===== src/hw/rtl/frame_pacing_deadline_timer_assert.svh =====
// Assertion macros for the frame pacing deadline timer.
// FPDT_ASSERT checks on clk_i with reset masked; FPDT_ASSERT_RST also checks during reset.
`ifndef FRAME_PACING_DEADLINE_TIMER_ASSERT_SVH
`define FRAME_PACING_DEADLINE_TIMER_ASSERT_SVH

`ifndef SYNTHESIS
`define FPDT_ASSERT(label, prop, msg) \
  label: assert property (@(posedge clk_i) disable iff (!rst_ni) prop) else $error(msg);
`define FPDT_ASSERT_RST(label, prop, msg) \
  label: assert property (@(posedge clk_i) prop) else $error(msg);
`else
`define FPDT_ASSERT(label, prop, msg)
`define FPDT_ASSERT_RST(label, prop, msg)
`endif

`endif


===== src/hw/rtl/fpdt_pkg.sv =====
package fpdt_pkg;

  localparam int unsigned CfgIdxW  = 2;
  localparam int unsigned CfgDataW = 32;
  localparam int unsigned PeriodW  = 32;
  localparam int unsigned SatW     = 32;

  typedef logic [CfgIdxW-1:0] cfg_idx_t;

  // register map
  localparam cfg_idx_t REG_PACING_ENABLE = 2'd0;
  localparam cfg_idx_t REG_PERIOD_WHOLE  = 2'd1;
  localparam cfg_idx_t REG_PERIOD_FRAC   = 2'd2;

endpackage


===== src/hw/rtl/frame_pacing_deadline_timer.sv =====
// Path: input reg, then result reg. Throughput: one frame event request per
// cycle unless out_ready_i stalls; the schedule update (32-bit fraction add,
// TIME_WIDTH-bit deadline add, subtract and compare) completes in the input-to-result stage.
// Reset (rst_ni low, async): pipeline empty, schedule state and config cleared,
// resync pending set so the first frame starts the schedule at its own timestamp.
`include "frame_pacing_deadline_timer_assert.svh"

module frame_pacing_deadline_timer #(
  parameter int unsigned TIME_WIDTH = 63
) (
  input  logic                                clk_i,
  input  logic                                rst_ni,
  // configuration write port
  input  logic                                cfg_we_i,
  input  fpdt_pkg::cfg_idx_t                  cfg_index_i,
  input  logic [fpdt_pkg::CfgDataW-1:0]       cfg_wdata_i,
  // frame event requests
  input  logic                                in_valid_i,
  output logic                                in_ready_o,
  input  logic [TIME_WIDTH-1:0]               now_time_i,
  // results
  output logic                                out_valid_o,
  input  logic                                out_ready_i,
  output logic [fpdt_pkg::SatW-1:0]           wait_ticks_o,
  output logic [TIME_WIDTH-1:0]               deadline_time_o,
  output logic [fpdt_pkg::SatW-1:0]           frame_interval_o,
  output logic                                interval_valid_o,
  output logic                                resynced_o,
  output logic                                pacing_active_o
);

  localparam int unsigned PW = fpdt_pkg::PeriodW;
  localparam int unsigned SW = fpdt_pkg::SatW;
  // largest value that fits a saturated 32-bit output, at time width
  localparam logic [TIME_WIDTH-1:0] SatT = TIME_WIDTH'(64'hFFFF_FFFF);

  // ---------------------------------------------------------------------------
  // Configuration registers
  // ---------------------------------------------------------------------------
  logic          enable_q;
  logic [PW-1:0] whole_q;
  logic [PW-1:0] frac_q;
  logic          cfg_hit;

  assign cfg_hit = cfg_we_i && ((cfg_index_i == fpdt_pkg::REG_PACING_ENABLE) ||
                                (cfg_index_i == fpdt_pkg::REG_PERIOD_WHOLE)  ||
                                (cfg_index_i == fpdt_pkg::REG_PERIOD_FRAC));

  always_ff @(posedge clk_i or negedge rst_ni) begin
    if (!rst_ni) begin
      enable_q <= 1'b0;
      whole_q  <= '0;
      frac_q   <= '0;
    end else if (cfg_we_i) begin
      case (cfg_index_i)
        fpdt_pkg::REG_PACING_ENABLE: enable_q <= cfg_wdata_i[0];
        fpdt_pkg::REG_PERIOD_WHOLE:  whole_q  <= cfg_wdata_i[PW-1:0];
        fpdt_pkg::REG_PERIOD_FRAC:   frac_q   <= cfg_wdata_i[PW-1:0];
        default: ;
      endcase
    end
  end

  // ---------------------------------------------------------------------------
  // Handshake: input register (stage 1) feeding the result register (stage 2).
  // Stage 1 drains whenever the result register is empty or being taken, so
  // requests flow one per cycle; while a result waits, stage 1 holds one more.
  // ---------------------------------------------------------------------------
  logic                  in_valid_q;
  logic [TIME_WIDTH-1:0] now_q;
  logic                  out_valid_q;
  logic                  step;      // stage 1 item moves into the result register
  logic                  in_fire;

  assign step       = in_valid_q && (!out_valid_q || out_ready_i);
  assign in_ready_o = !in_valid_q || step;
  assign in_fire    = in_valid_i && in_ready_o;

  always_ff @(posedge clk_i or negedge rst_ni) begin
    if (!rst_ni) begin
      in_valid_q <= 1'b0;
    end else if (in_ready_o) begin
      in_valid_q <= in_valid_i;
    end
  end

  always_ff @(posedge clk_i) begin
    if (in_fire) begin
      now_q <= now_time_i;
    end
  end

  // ---------------------------------------------------------------------------
  // Schedule state
  // ---------------------------------------------------------------------------
  logic [TIME_WIDTH-1:0] last_q,  last_d;
  logic                  have_last_q;
  logic [TIME_WIDTH-1:0] base_q,  base_d;
  logic [PW-1:0]         accum_q, accum_d;
  logic                  pending_q;

  // ---------------------------------------------------------------------------
  // Per-frame computation, all from stage 1 and the schedule state
  // ---------------------------------------------------------------------------
  logic [TIME_WIDTH-1:0] gap;        // now minus previous event
  logic [SW-1:0]         interval;
  logic [TIME_WIDTH-1:0] base_eff;
  logic [PW-1:0]         accum_eff;
  logic                  active;
  logic [PW:0]           frac_sum;   // carry out in the top bit
  logic [TIME_WIDTH-1:0] deadline_raw;
  logic [TIME_WIDTH-1:0] ahead;      // deadline minus now
  logic [TIME_WIDTH-1:0] late;       // now minus deadline
  logic                  is_past;
  logic                  far_behind;
  logic [SW-1:0]         wait_d;
  logic [TIME_WIDTH-1:0] deadline_d;
  logic                  resynced_d;

  always_comb begin
    gap      = now_q - last_q;
    interval = '0;
    if (have_last_q) begin
      interval = (gap > SatT) ? '1 : gap[SW-1:0];
    end

    // a pending resync restarts the schedule at this frame first
    base_eff  = pending_q ? now_q : base_q;
    accum_eff = pending_q ? '0    : accum_q;

    active   = enable_q && (whole_q != '0);
    frac_sum = {1'b0, accum_eff} + {1'b0, frac_q};

    deadline_raw = base_eff + TIME_WIDTH'(whole_q) + TIME_WIDTH'(frac_sum[PW]);
    ahead        = deadline_raw - now_q;
    late         = now_q - deadline_raw;
    is_past      = ahead[TIME_WIDTH-1];
    far_behind   = is_past && (late > TIME_WIDTH'(whole_q));

    wait_d     = '0;
    deadline_d = now_q;
    resynced_d = 1'b0;
    base_d     = now_q;
    accum_d    = '0;
    if (active) begin
      if (far_behind) begin
        // more than one period behind: restart at now
        resynced_d = 1'b1;
      end else begin
        // on time, or slightly late and catching up on the same grid
        deadline_d = deadline_raw;
        base_d     = deadline_raw;
        accum_d    = frac_sum[PW-1:0];
        if (!is_past) begin
          wait_d = (ahead > SatT) ? '1 : ahead[SW-1:0];
        end
      end
    end

    last_d = now_q;
  end

  always_ff @(posedge clk_i or negedge rst_ni) begin
    if (!rst_ni) begin
      last_q      <= '0;
      have_last_q <= 1'b0;
      base_q      <= '0;
      accum_q     <= '0;
    end else if (step) begin
      last_q      <= last_d;
      have_last_q <= 1'b1;
      base_q      <= base_d;
      accum_q     <= accum_d;
    end
  end

  // any write to a defined register restarts the schedule on the next frame
  always_ff @(posedge clk_i or negedge rst_ni) begin
    if (!rst_ni) begin
      pending_q <= 1'b1;
    end else if (cfg_hit) begin
      pending_q <= 1'b1;
    end else if (step) begin
      pending_q <= 1'b0;
    end
  end

  // ---------------------------------------------------------------------------
  // Result register
  // ---------------------------------------------------------------------------
  logic [SW-1:0]         wait_q;
  logic [TIME_WIDTH-1:0] deadline_q;
  logic [SW-1:0]         interval_q;
  logic                  interval_valid_q;
  logic                  resynced_q;
  logic                  active_q;

  always_ff @(posedge clk_i or negedge rst_ni) begin
    if (!rst_ni) begin
      out_valid_q <= 1'b0;
    end else if (!out_valid_q || out_ready_i) begin
      out_valid_q <= in_valid_q;
    end
  end

  always_ff @(posedge clk_i) begin
    if (step) begin
      wait_q           <= wait_d;
      deadline_q       <= deadline_d;
      interval_q       <= interval;
      interval_valid_q <= have_last_q;
      resynced_q       <= resynced_d;
      active_q         <= active;
    end
  end

  assign out_valid_o      = out_valid_q;
  assign wait_ticks_o     = wait_q;
  assign deadline_time_o  = deadline_q;
  assign frame_interval_o = interval_q;
  assign interval_valid_o = interval_valid_q;
  assign resynced_o       = resynced_q;
  assign pacing_active_o  = active_q;

  // ---------------------------------------------------------------------------
  // Assertions
  // ---------------------------------------------------------------------------
  `FPDT_ASSERT_RST(a_reset_empty, !rst_ni |=> !out_valid_o && !in_valid_q, "busy in reset")
  `FPDT_ASSERT(a_cfg_sets_pending, cfg_hit |=> pending_q, "no resync after config write")
  `FPDT_ASSERT(a_resync_only_active,
               out_valid_o && resynced_o |-> pacing_active_o && (wait_ticks_o == '0),
               "resync without active pacing or with nonzero wait")
  `FPDT_ASSERT(a_inactive_no_wait,
               out_valid_o && !pacing_active_o |->
                 (wait_ticks_o == '0) && (deadline_time_o == last_q),
               "inactive pacing must not wait")
  `FPDT_ASSERT(a_first_interval,
               out_valid_o && !interval_valid_o |-> (frame_interval_o == '0),
               "interval nonzero on first frame")

endmodule

===== config.mk =====
export PLATFORM = sky130hd
export DESIGN_NAME = frame_pacing_deadline_timer
export DESIGN_NICKNAME = d
export VERILOG_FILES = /design/src/hw/rtl/fpdt_pkg.sv /design/src/hw/rtl/frame_pacing_deadline_timer.sv
export VERILOG_INCLUDE_DIRS = /design/src /design/src/hw/rtl
export SDC_FILE = /design/constraint.sdc
export NUM_CORES = 1
export LEC_CHECK = 0
export BUFFER_PORTS_ARGS = -buffer_cell sky130_fd_sc_hd__clkbuf_2
export CORE_MARGIN = 1
export CORE_UTILIZATION = 35
export CTS_CLUSTER_SIZE = 25
export DETAILED_ROUTE_END_ITERATION = 10
export MAX_ROUTING_LAYER = met4
export PLACE_DENSITY = 0.53
export SYNTH_ARGS = -nofsm -noshare
export SYNTH_HDL_FRONTEND = slang
export SYNTH_SLANG_ARGS = --single-unit

===== constraint.sdc =====
create_clock -name clk_i -period 43.6 [get_ports clk_i]
set_input_delay 6.54 -clock clk_i [delete_from_list [all_inputs] [get_ports clk_i]]
set_output_delay 6.54 -clock clk_i [all_outputs]
set_load 0.005 [all_outputs]

Word-level counts from Yosys, hierarchy flattened
Cells that the tools add are included.
{"block": "totals", "reg_bits": 420, "elab_cells": 58}
{"block": "op_classes", "add_sub_neg": 6, "magnitude_cmp": 3, "eq_ne": 2, "muxes": 11, "bitwise_logic": 1, "n_reduce_logical": 18}
{"cell": "63-bit two-way mux", "count": 3}
{"cell": "63-bit subtractor", "count": 3}
{"cell": "32-bit two-way mux", "count": 5}
{"cell": "63-bit by 32-bit > comparator with 1-bit output (second input constant)", "count": 2}
{"cell": "63-bit by 1-bit adder with 63-bit output", "count": 1}
{"cell": "63-bit by 32-bit adder with 63-bit output", "count": 1}
{"cell": "63-bit by 32-bit > comparator with 1-bit output", "count": 1}
{"cell": "32-bit by 32-bit adder with 33-bit output", "count": 1}
{"cell": "32-bit nonzero test", "count": 1}
{"cell": "2-bit AND reduction", "count": 3}
{"cell": "1-bit logical AND", "count": 5}
{"cell": "1-bit logical OR", "count": 4}
{"cell": "1-bit two-way mux", "count": 3}
{"cell": "3-bit OR reduction", "count": 1}
{"cell": "2-bit by 1-bit == test with 1-bit output (second input constant)", "count": 1}
{"cell": "2-bit == test (second input constant)", "count": 1}
{"cell": "1-bit zero test", "count": 2}
{"cell": "2-bit zero test", "count": 1}
{"cell": "2-bit nonzero test", "count": 1}
{"cell": "1-bit NOT", "count": 1}

Longest topological paths before layout
{"block": "depth", "depth_word": 8, "depth_mapped": 65, "mapped_depth_nobuf": 53}

Worst setup path before layout
OpenSTA, ideal clock, no wires.
{"block": "synth_path", "kind": "register to register", "startpoint": "register pending_q", "endpoint": "register deadline_q[47] (netlist: deadline_time_o[47]), data pin", "setup_time_ps": 261, "arrival_ps": 13792, "required_ps": 43339, "path_slack_ps": 29547, "stages_incl_launch_ff": 64, "path_cell_list": "dfstp_2 -> buf_2 -> buf_1 -> clkbuf_1 -> clkbuf_1 -> buf_1 -> clkbuf_1 -> clkbuf_1 -> clkbuf_1 -> clkbuf_1 -> nor2b_1 -> ha_1 -> inv_1 -> fa_1 -> nor2b_1 -> o21a_1 -> o21ai_0 -> a31o_2 -> [... 28 more ...] -> a21oi_1 -> xnor2_1 -> ha_1 -> and3_1 -> nand3_1 -> or4_1 -> or4_1 -> a211oi_2 -> o311ai_1 -> nor4_2 -> nand4_1 -> or4_4 -> nor4_4 -> o21ai_2 -> buf_4 -> buf_2 -> nor3b_1 -> nor3_1"}
{"block": "synth_between", "elab_chain_len": 8, "elab_cells_between_ends": 11}
{"item": "start: declaration", "line": "frame_pacing_deadline_timer.sv:100", "source": "logic pending_q;"}
{"item": "start signal: assignment", "line": "frame_pacing_deadline_timer.sv:180", "source": "pending_q <= 1'b1;"}
{"item": "start signal: assignment", "line": "frame_pacing_deadline_timer.sv:182", "source": "pending_q <= 1'b1;"}
{"item": "start signal: assignment", "line": "frame_pacing_deadline_timer.sv:184", "source": "pending_q <= 1'b0;"}
{"item": "63-bit two-way mux / 32-bit two-way mux (equally long branches)", "line": "frame_pacing_deadline_timer.sv:128, frame_pacing_deadline_timer.sv:129"}
{"item": "63-bit by 32-bit adder with 63-bit output / 32-bit by 32-bit adder with 33-bit output (equally long branches)", "line": "frame_pacing_deadline_timer.sv:134, frame_pacing_deadline_timer.sv:132"}
{"item": "63-bit by 1-bit adder with 63-bit output (*)", "line": "frame_pacing_deadline_timer.sv:134", "source": "deadline_raw = base_eff + TIME_WIDTH'(whole_q) + TIME_WIDTH'(frac_sum[PW]);"}
{"item": "63-bit subtractor", "line": "frame_pacing_deadline_timer.sv:136", "source": "late = now_q - deadline_raw;"}
{"item": "63-bit by 32-bit > comparator with 1-bit output", "line": "frame_pacing_deadline_timer.sv:138", "source": "far_behind = is_past && (late > TIME_WIDTH'(whole_q));"}
{"item": "1-bit logical AND", "line": "frame_pacing_deadline_timer.sv:138"}
{"item": "63-bit two-way mux (*) (2 in series)"}
{"item": "named net base_d[47]", "line": "frame_pacing_deadline_timer.sv:98", "source": "logic [TIME_WIDTH-1:0] base_q, base_d;"}
{"item": "end signal: assignment", "line": "frame_pacing_deadline_timer.sv:209", "source": "deadline_q <= deadline_d;"}
{"item": "end: declaration", "line": "frame_pacing_deadline_timer.sv:192", "source": "logic [TIME_WIDTH-1:0] deadline_q;"}
The timed path passes the listed nets; every way through them passes the cells marked *.
A chain may end at the register's enable or synchronous reset.

Worst setup path after layout
{"block": "layout_path", "startpoint": "register pending_q", "endpoint": "register base_q[59]"}
{"block": "layout_between", "elab_chain_len": 8, "elab_cells_between_ends": 11}
{"item": "63-bit two-way mux / 32-bit two-way mux (equally long branches)", "line": "frame_pacing_deadline_timer.sv:128, frame_pacing_deadline_timer.sv:129"}
{"item": "63-bit by 32-bit adder with 63-bit output / 32-bit by 32-bit adder with 33-bit output (equally long branches)", "line": "frame_pacing_deadline_timer.sv:134, frame_pacing_deadline_timer.sv:132"}
{"item": "63-bit by 1-bit adder with 63-bit output (*)", "line": "frame_pacing_deadline_timer.sv:134"}
{"item": "63-bit subtractor", "line": "frame_pacing_deadline_timer.sv:136"}
{"item": "63-bit by 32-bit > comparator with 1-bit output", "line": "frame_pacing_deadline_timer.sv:138"}
{"item": "1-bit logical AND", "line": "frame_pacing_deadline_timer.sv:138"}
{"item": "63-bit two-way mux (*)", "line": "frame_pacing_deadline_timer.sv:146", "source": "if (far_behind) begin"}
{"item": "63-bit two-way mux (*)", "line": "frame_pacing_deadline_timer.sv:145", "source": "if (active) begin"}
{"item": "named net base_d[59]", "line": "frame_pacing_deadline_timer.sv:98"}
{"item": "end signal: assignment", "line": "frame_pacing_deadline_timer.sv:172", "source": "base_q <= base_d;"}
{"item": "end: declaration", "line": "frame_pacing_deadline_timer.sv:98"}
Marked as above.

==> impl_metrics.tcl <==
set metrics [dict create \
    core-area_um2 93500 \
    slowest_delay_ps 1200 \
    cts_root_buffer "clkbuf_16" \
    yosysSeqAreaShare_pct 34.7 \
    post-cts-setup-buffers 0 \
    final_cells 5058 \
    clkPwrFrac_pct 17.2 \
    placed_cells 4963 \
    worstPathArrival_ps 15580 \
    viasPerCell 5.52 \
    holdBufCountCts 0 \
    cts_tree "built" \
    min_period_over_period_pct 34.6 \
    synth_ff_type "dfrtp_1" \
    die_x_um 310 \
    clockBufferDepth 3 \
    worstPathRequired_ps 44110 \
    grt.total_usage_pct 23.6 \
    fin_tns_setup_ps 0 \
    die_h_um 310 \
    endpoint_kind "flip-flop" \
    crit_path_start_kind "flip-flop" \
    synthesis.area_um2 33100 \
    netSwitchingFraction_pct 47.4 \
    worstMarginPinSlew_ps 1110 \
    portBuffers 233 \
    synth_edf_count 193 \
    syn-num-nets 3996 \
    combPwrFrac_pct 61.1 \
    ys_seq_elements 420 \
    fin_util_pct 39.8 \
    gp_congestion 0.956 \
    design.die.area_um2 95800 \
    cp_slowest_cell "dfstp_4" \
    floorplan.initialDensity_pct 35.4 \
    timing.final.hold_violations 0 \
    postSynth.asyncResetShare_pct 54.0 \
    synth_warnings 0 \
    outcome "finished, final reports clean" \
    nets 4150 \
    drt-pass1-iter-count 6 \
    clk_pin_slew_worst_paths_ps 60 \
    cts-buffers-inserted 50 \
    vias 27900 \
    rsz0062_at_grt "false" \
    skew_ps 21.0 \
    grt_overflow 0 \
    final_common_cell "a21oi_1" \
    final_cell_mix "a21oi_1, nand2_1, ha_1" \
    maxSlewHeadroom_pct 26.0 \
    grt_pass1_wl_mm 168 \
    yosysUniqueCellTypes 97 \
    clk_latency_ps 620 \
    drcViolationCount 0 \
    vdd_ir_drop_max_uv 34.4 \
    wl_per_cell_um 22.1 \
    hold_ws_ps 470 \
    power.switching_uw 1240 \
    post_dp_cell_area_um2 35400 \
    grt_max_degree 139 \
    stdcell_area_um2 37200 \
    max_cap_viol_count 0 \
    power_density_nw_per_um2 70.6 \
    ios 234 \
    hold_class "reg2reg" \
    maxSlewViolCount 0 \
    syn_inst 3607 \
    setup_violations 0 \
    path_class "reg2reg" \
    cts_resized 0 \
    grt_pass1_vias 26400 \
    intPower_uw 1380 \
    final_layout_size_suffix_gt1_share_pct 15.7 \
    fin_crit_ps 15070 \
    leakage_uw 0.0162 \
    crit_path_max_fanout 72 \
    drt_iter0_markers 2458 \
    cp_common_cell "o21ai_0" \
    areaGrowthSynthToFinish_pct 12.3 \
    fmax_ghz 0.0663 \
    rows 112 \
    antenna_found_initial 4 \
    power_frac_seq_pct 21.8 \
    final_antenna_net_count 0 \
    htreeDepth 2 \
    drt_wl_total_mm 112 \
    dp.final_hpwl_mm 86.8 \
    synth_area_per_cell_um2 9.18 \
    cts.sinks 420 \
]
==> per-stage QoR <==
| step | power (µW) | setup slack, ps |
|---|---|---|
| after CTS | 2610 | 28750 |
| after global routing | 2810 | 27520 |
| after global placement | 2150 | 29040 |
| after floorplan | 1680 | 29550 |
| after detailed placement | 2140 | 28840 |
| final | 2620 | 28530 |
==> synth_stat cells, types with 62 or more instances <==
| master | n | area share [%] |
|---|---|---|
| a21o_1 | 131 | 3.0 |
| a21oi_1 | 339 | 5.1 |
| clkbuf_1 | 122 | 1.4 |
| dfrtp_1 | 226 | 17 |
| edfxtp_1 | 193 | 18 |
| ha_1 | 281 | 11 |
| inv_1 | 278 | 3.2 |
| mux2_2 | 157 | 5.3 |
| nand2_1 | 291 | 3.3 |
| nand3_1 | 62 | 0.94 |
| nand4_1 | 71 | 1.3 |
| nor2_1 | 168 | 1.9 |
| nor2b_1 | 73 | 1.4 |
| o21ai_0 | 221 | 3.3 |
| xnor2_1 | 153 | 4.0 |
| xor2_1 | 76 | 2.0 |
==> critical path, delay by kind of cell, from the launching register on <==
family | cells | cell delay, ps
AOI/OAI and AO/OA | 22 | 5350
xor gates and xnor gates | 2 | 360
adders and majority gates | 6 | 2170
buffers and inverters | 4 | 1080
DFF | 1 | 1200
muxes | 2 | 710
and+or+nand+nor | 15 | 3870
==> final cells by class <==
class,instances,area (µm²)
multi-input cells,2752,19900
fillers,9465,56300
clock inverters,29,354
clock buffers,65,1400
inverters,279,1050
flip-flops and latches,420,11500
diodes,1,2.50
repair buffers,258,1380
well taps,1254,1570
==> flip-flops by register name (all words and copies together), names as in the netlist <==
register	cells
accum_q	32
frac_q	32
last_d	63
in_valid_q	1
frame_interval_o	32
interval_valid_o	1
have_last_q	1
resynced_o	1
whole_q	32
deadline_time_o	63
pacing_active_o	1
base_q	63
out_valid_o	1
last_q	63
wait_ticks_o	32
enable_q	1
pending_q	1
==> metal layers <==
metal | wire [µm] | GRT usage (%) | vias up
li1 | - | - | 13400
met1 | 56000 | 35.0 | 13600
met2 | 47000 | 34.0 | 796
met3 | 5380 | 2.19 | 136
met4 | 3170 | 6.60 | 0
met5 | 0 | - | -
==> kinds of logic (layout without fill, tap and decap cells) <==
kind of cell    after synthesis  after routing  synth area share (%)
other cells                   0              1                     0
compound gates             1085           1085                  20.9
simple gates                902            902                  13.6
mux                         248            248                  8.64
xor+xnor                    230            230                  6.11
flops                       420            420                  34.7
fa+ha+maj                   287            287                  11.0
buf+inv                     435            631                  5.17
==> worst paths after layout <==
| check | end | depth (start not counted) | slack, ps | startpoint |
|---|---|---|---|---|
| max in group asynchronous | last_q[61] | 2 | 36360 | rst_ni |
| worst min-delay path | accum_q[18] | 2 | 470 | accum_q[18] |
| worst min register to register | accum_q[18] | 2 | 470 | accum_q[18] |
| min in group asynchronous | in_valid_q | 1 | 5920 | rst_ni |
| worst max-delay path | base_q[59] | 51 | 28530 | pending_q |
| worst max register to register | base_q[59] | 51 | 28530 | pending_q |
==> power groups by stage <==
stage / Clock, µW / Combinational (µW) / Sequential [µW]
after floorplan: 0 / 1140 / 543
after global placement: 0 / 1580 / 577
after detailed placement: 0 / 1570 / 577
after CTS: 464 / 1580 / 570
after global routing: 476 / 1750 / 579
final: 451 / 1600 / 571
Power figures use the tool's default switching activity.
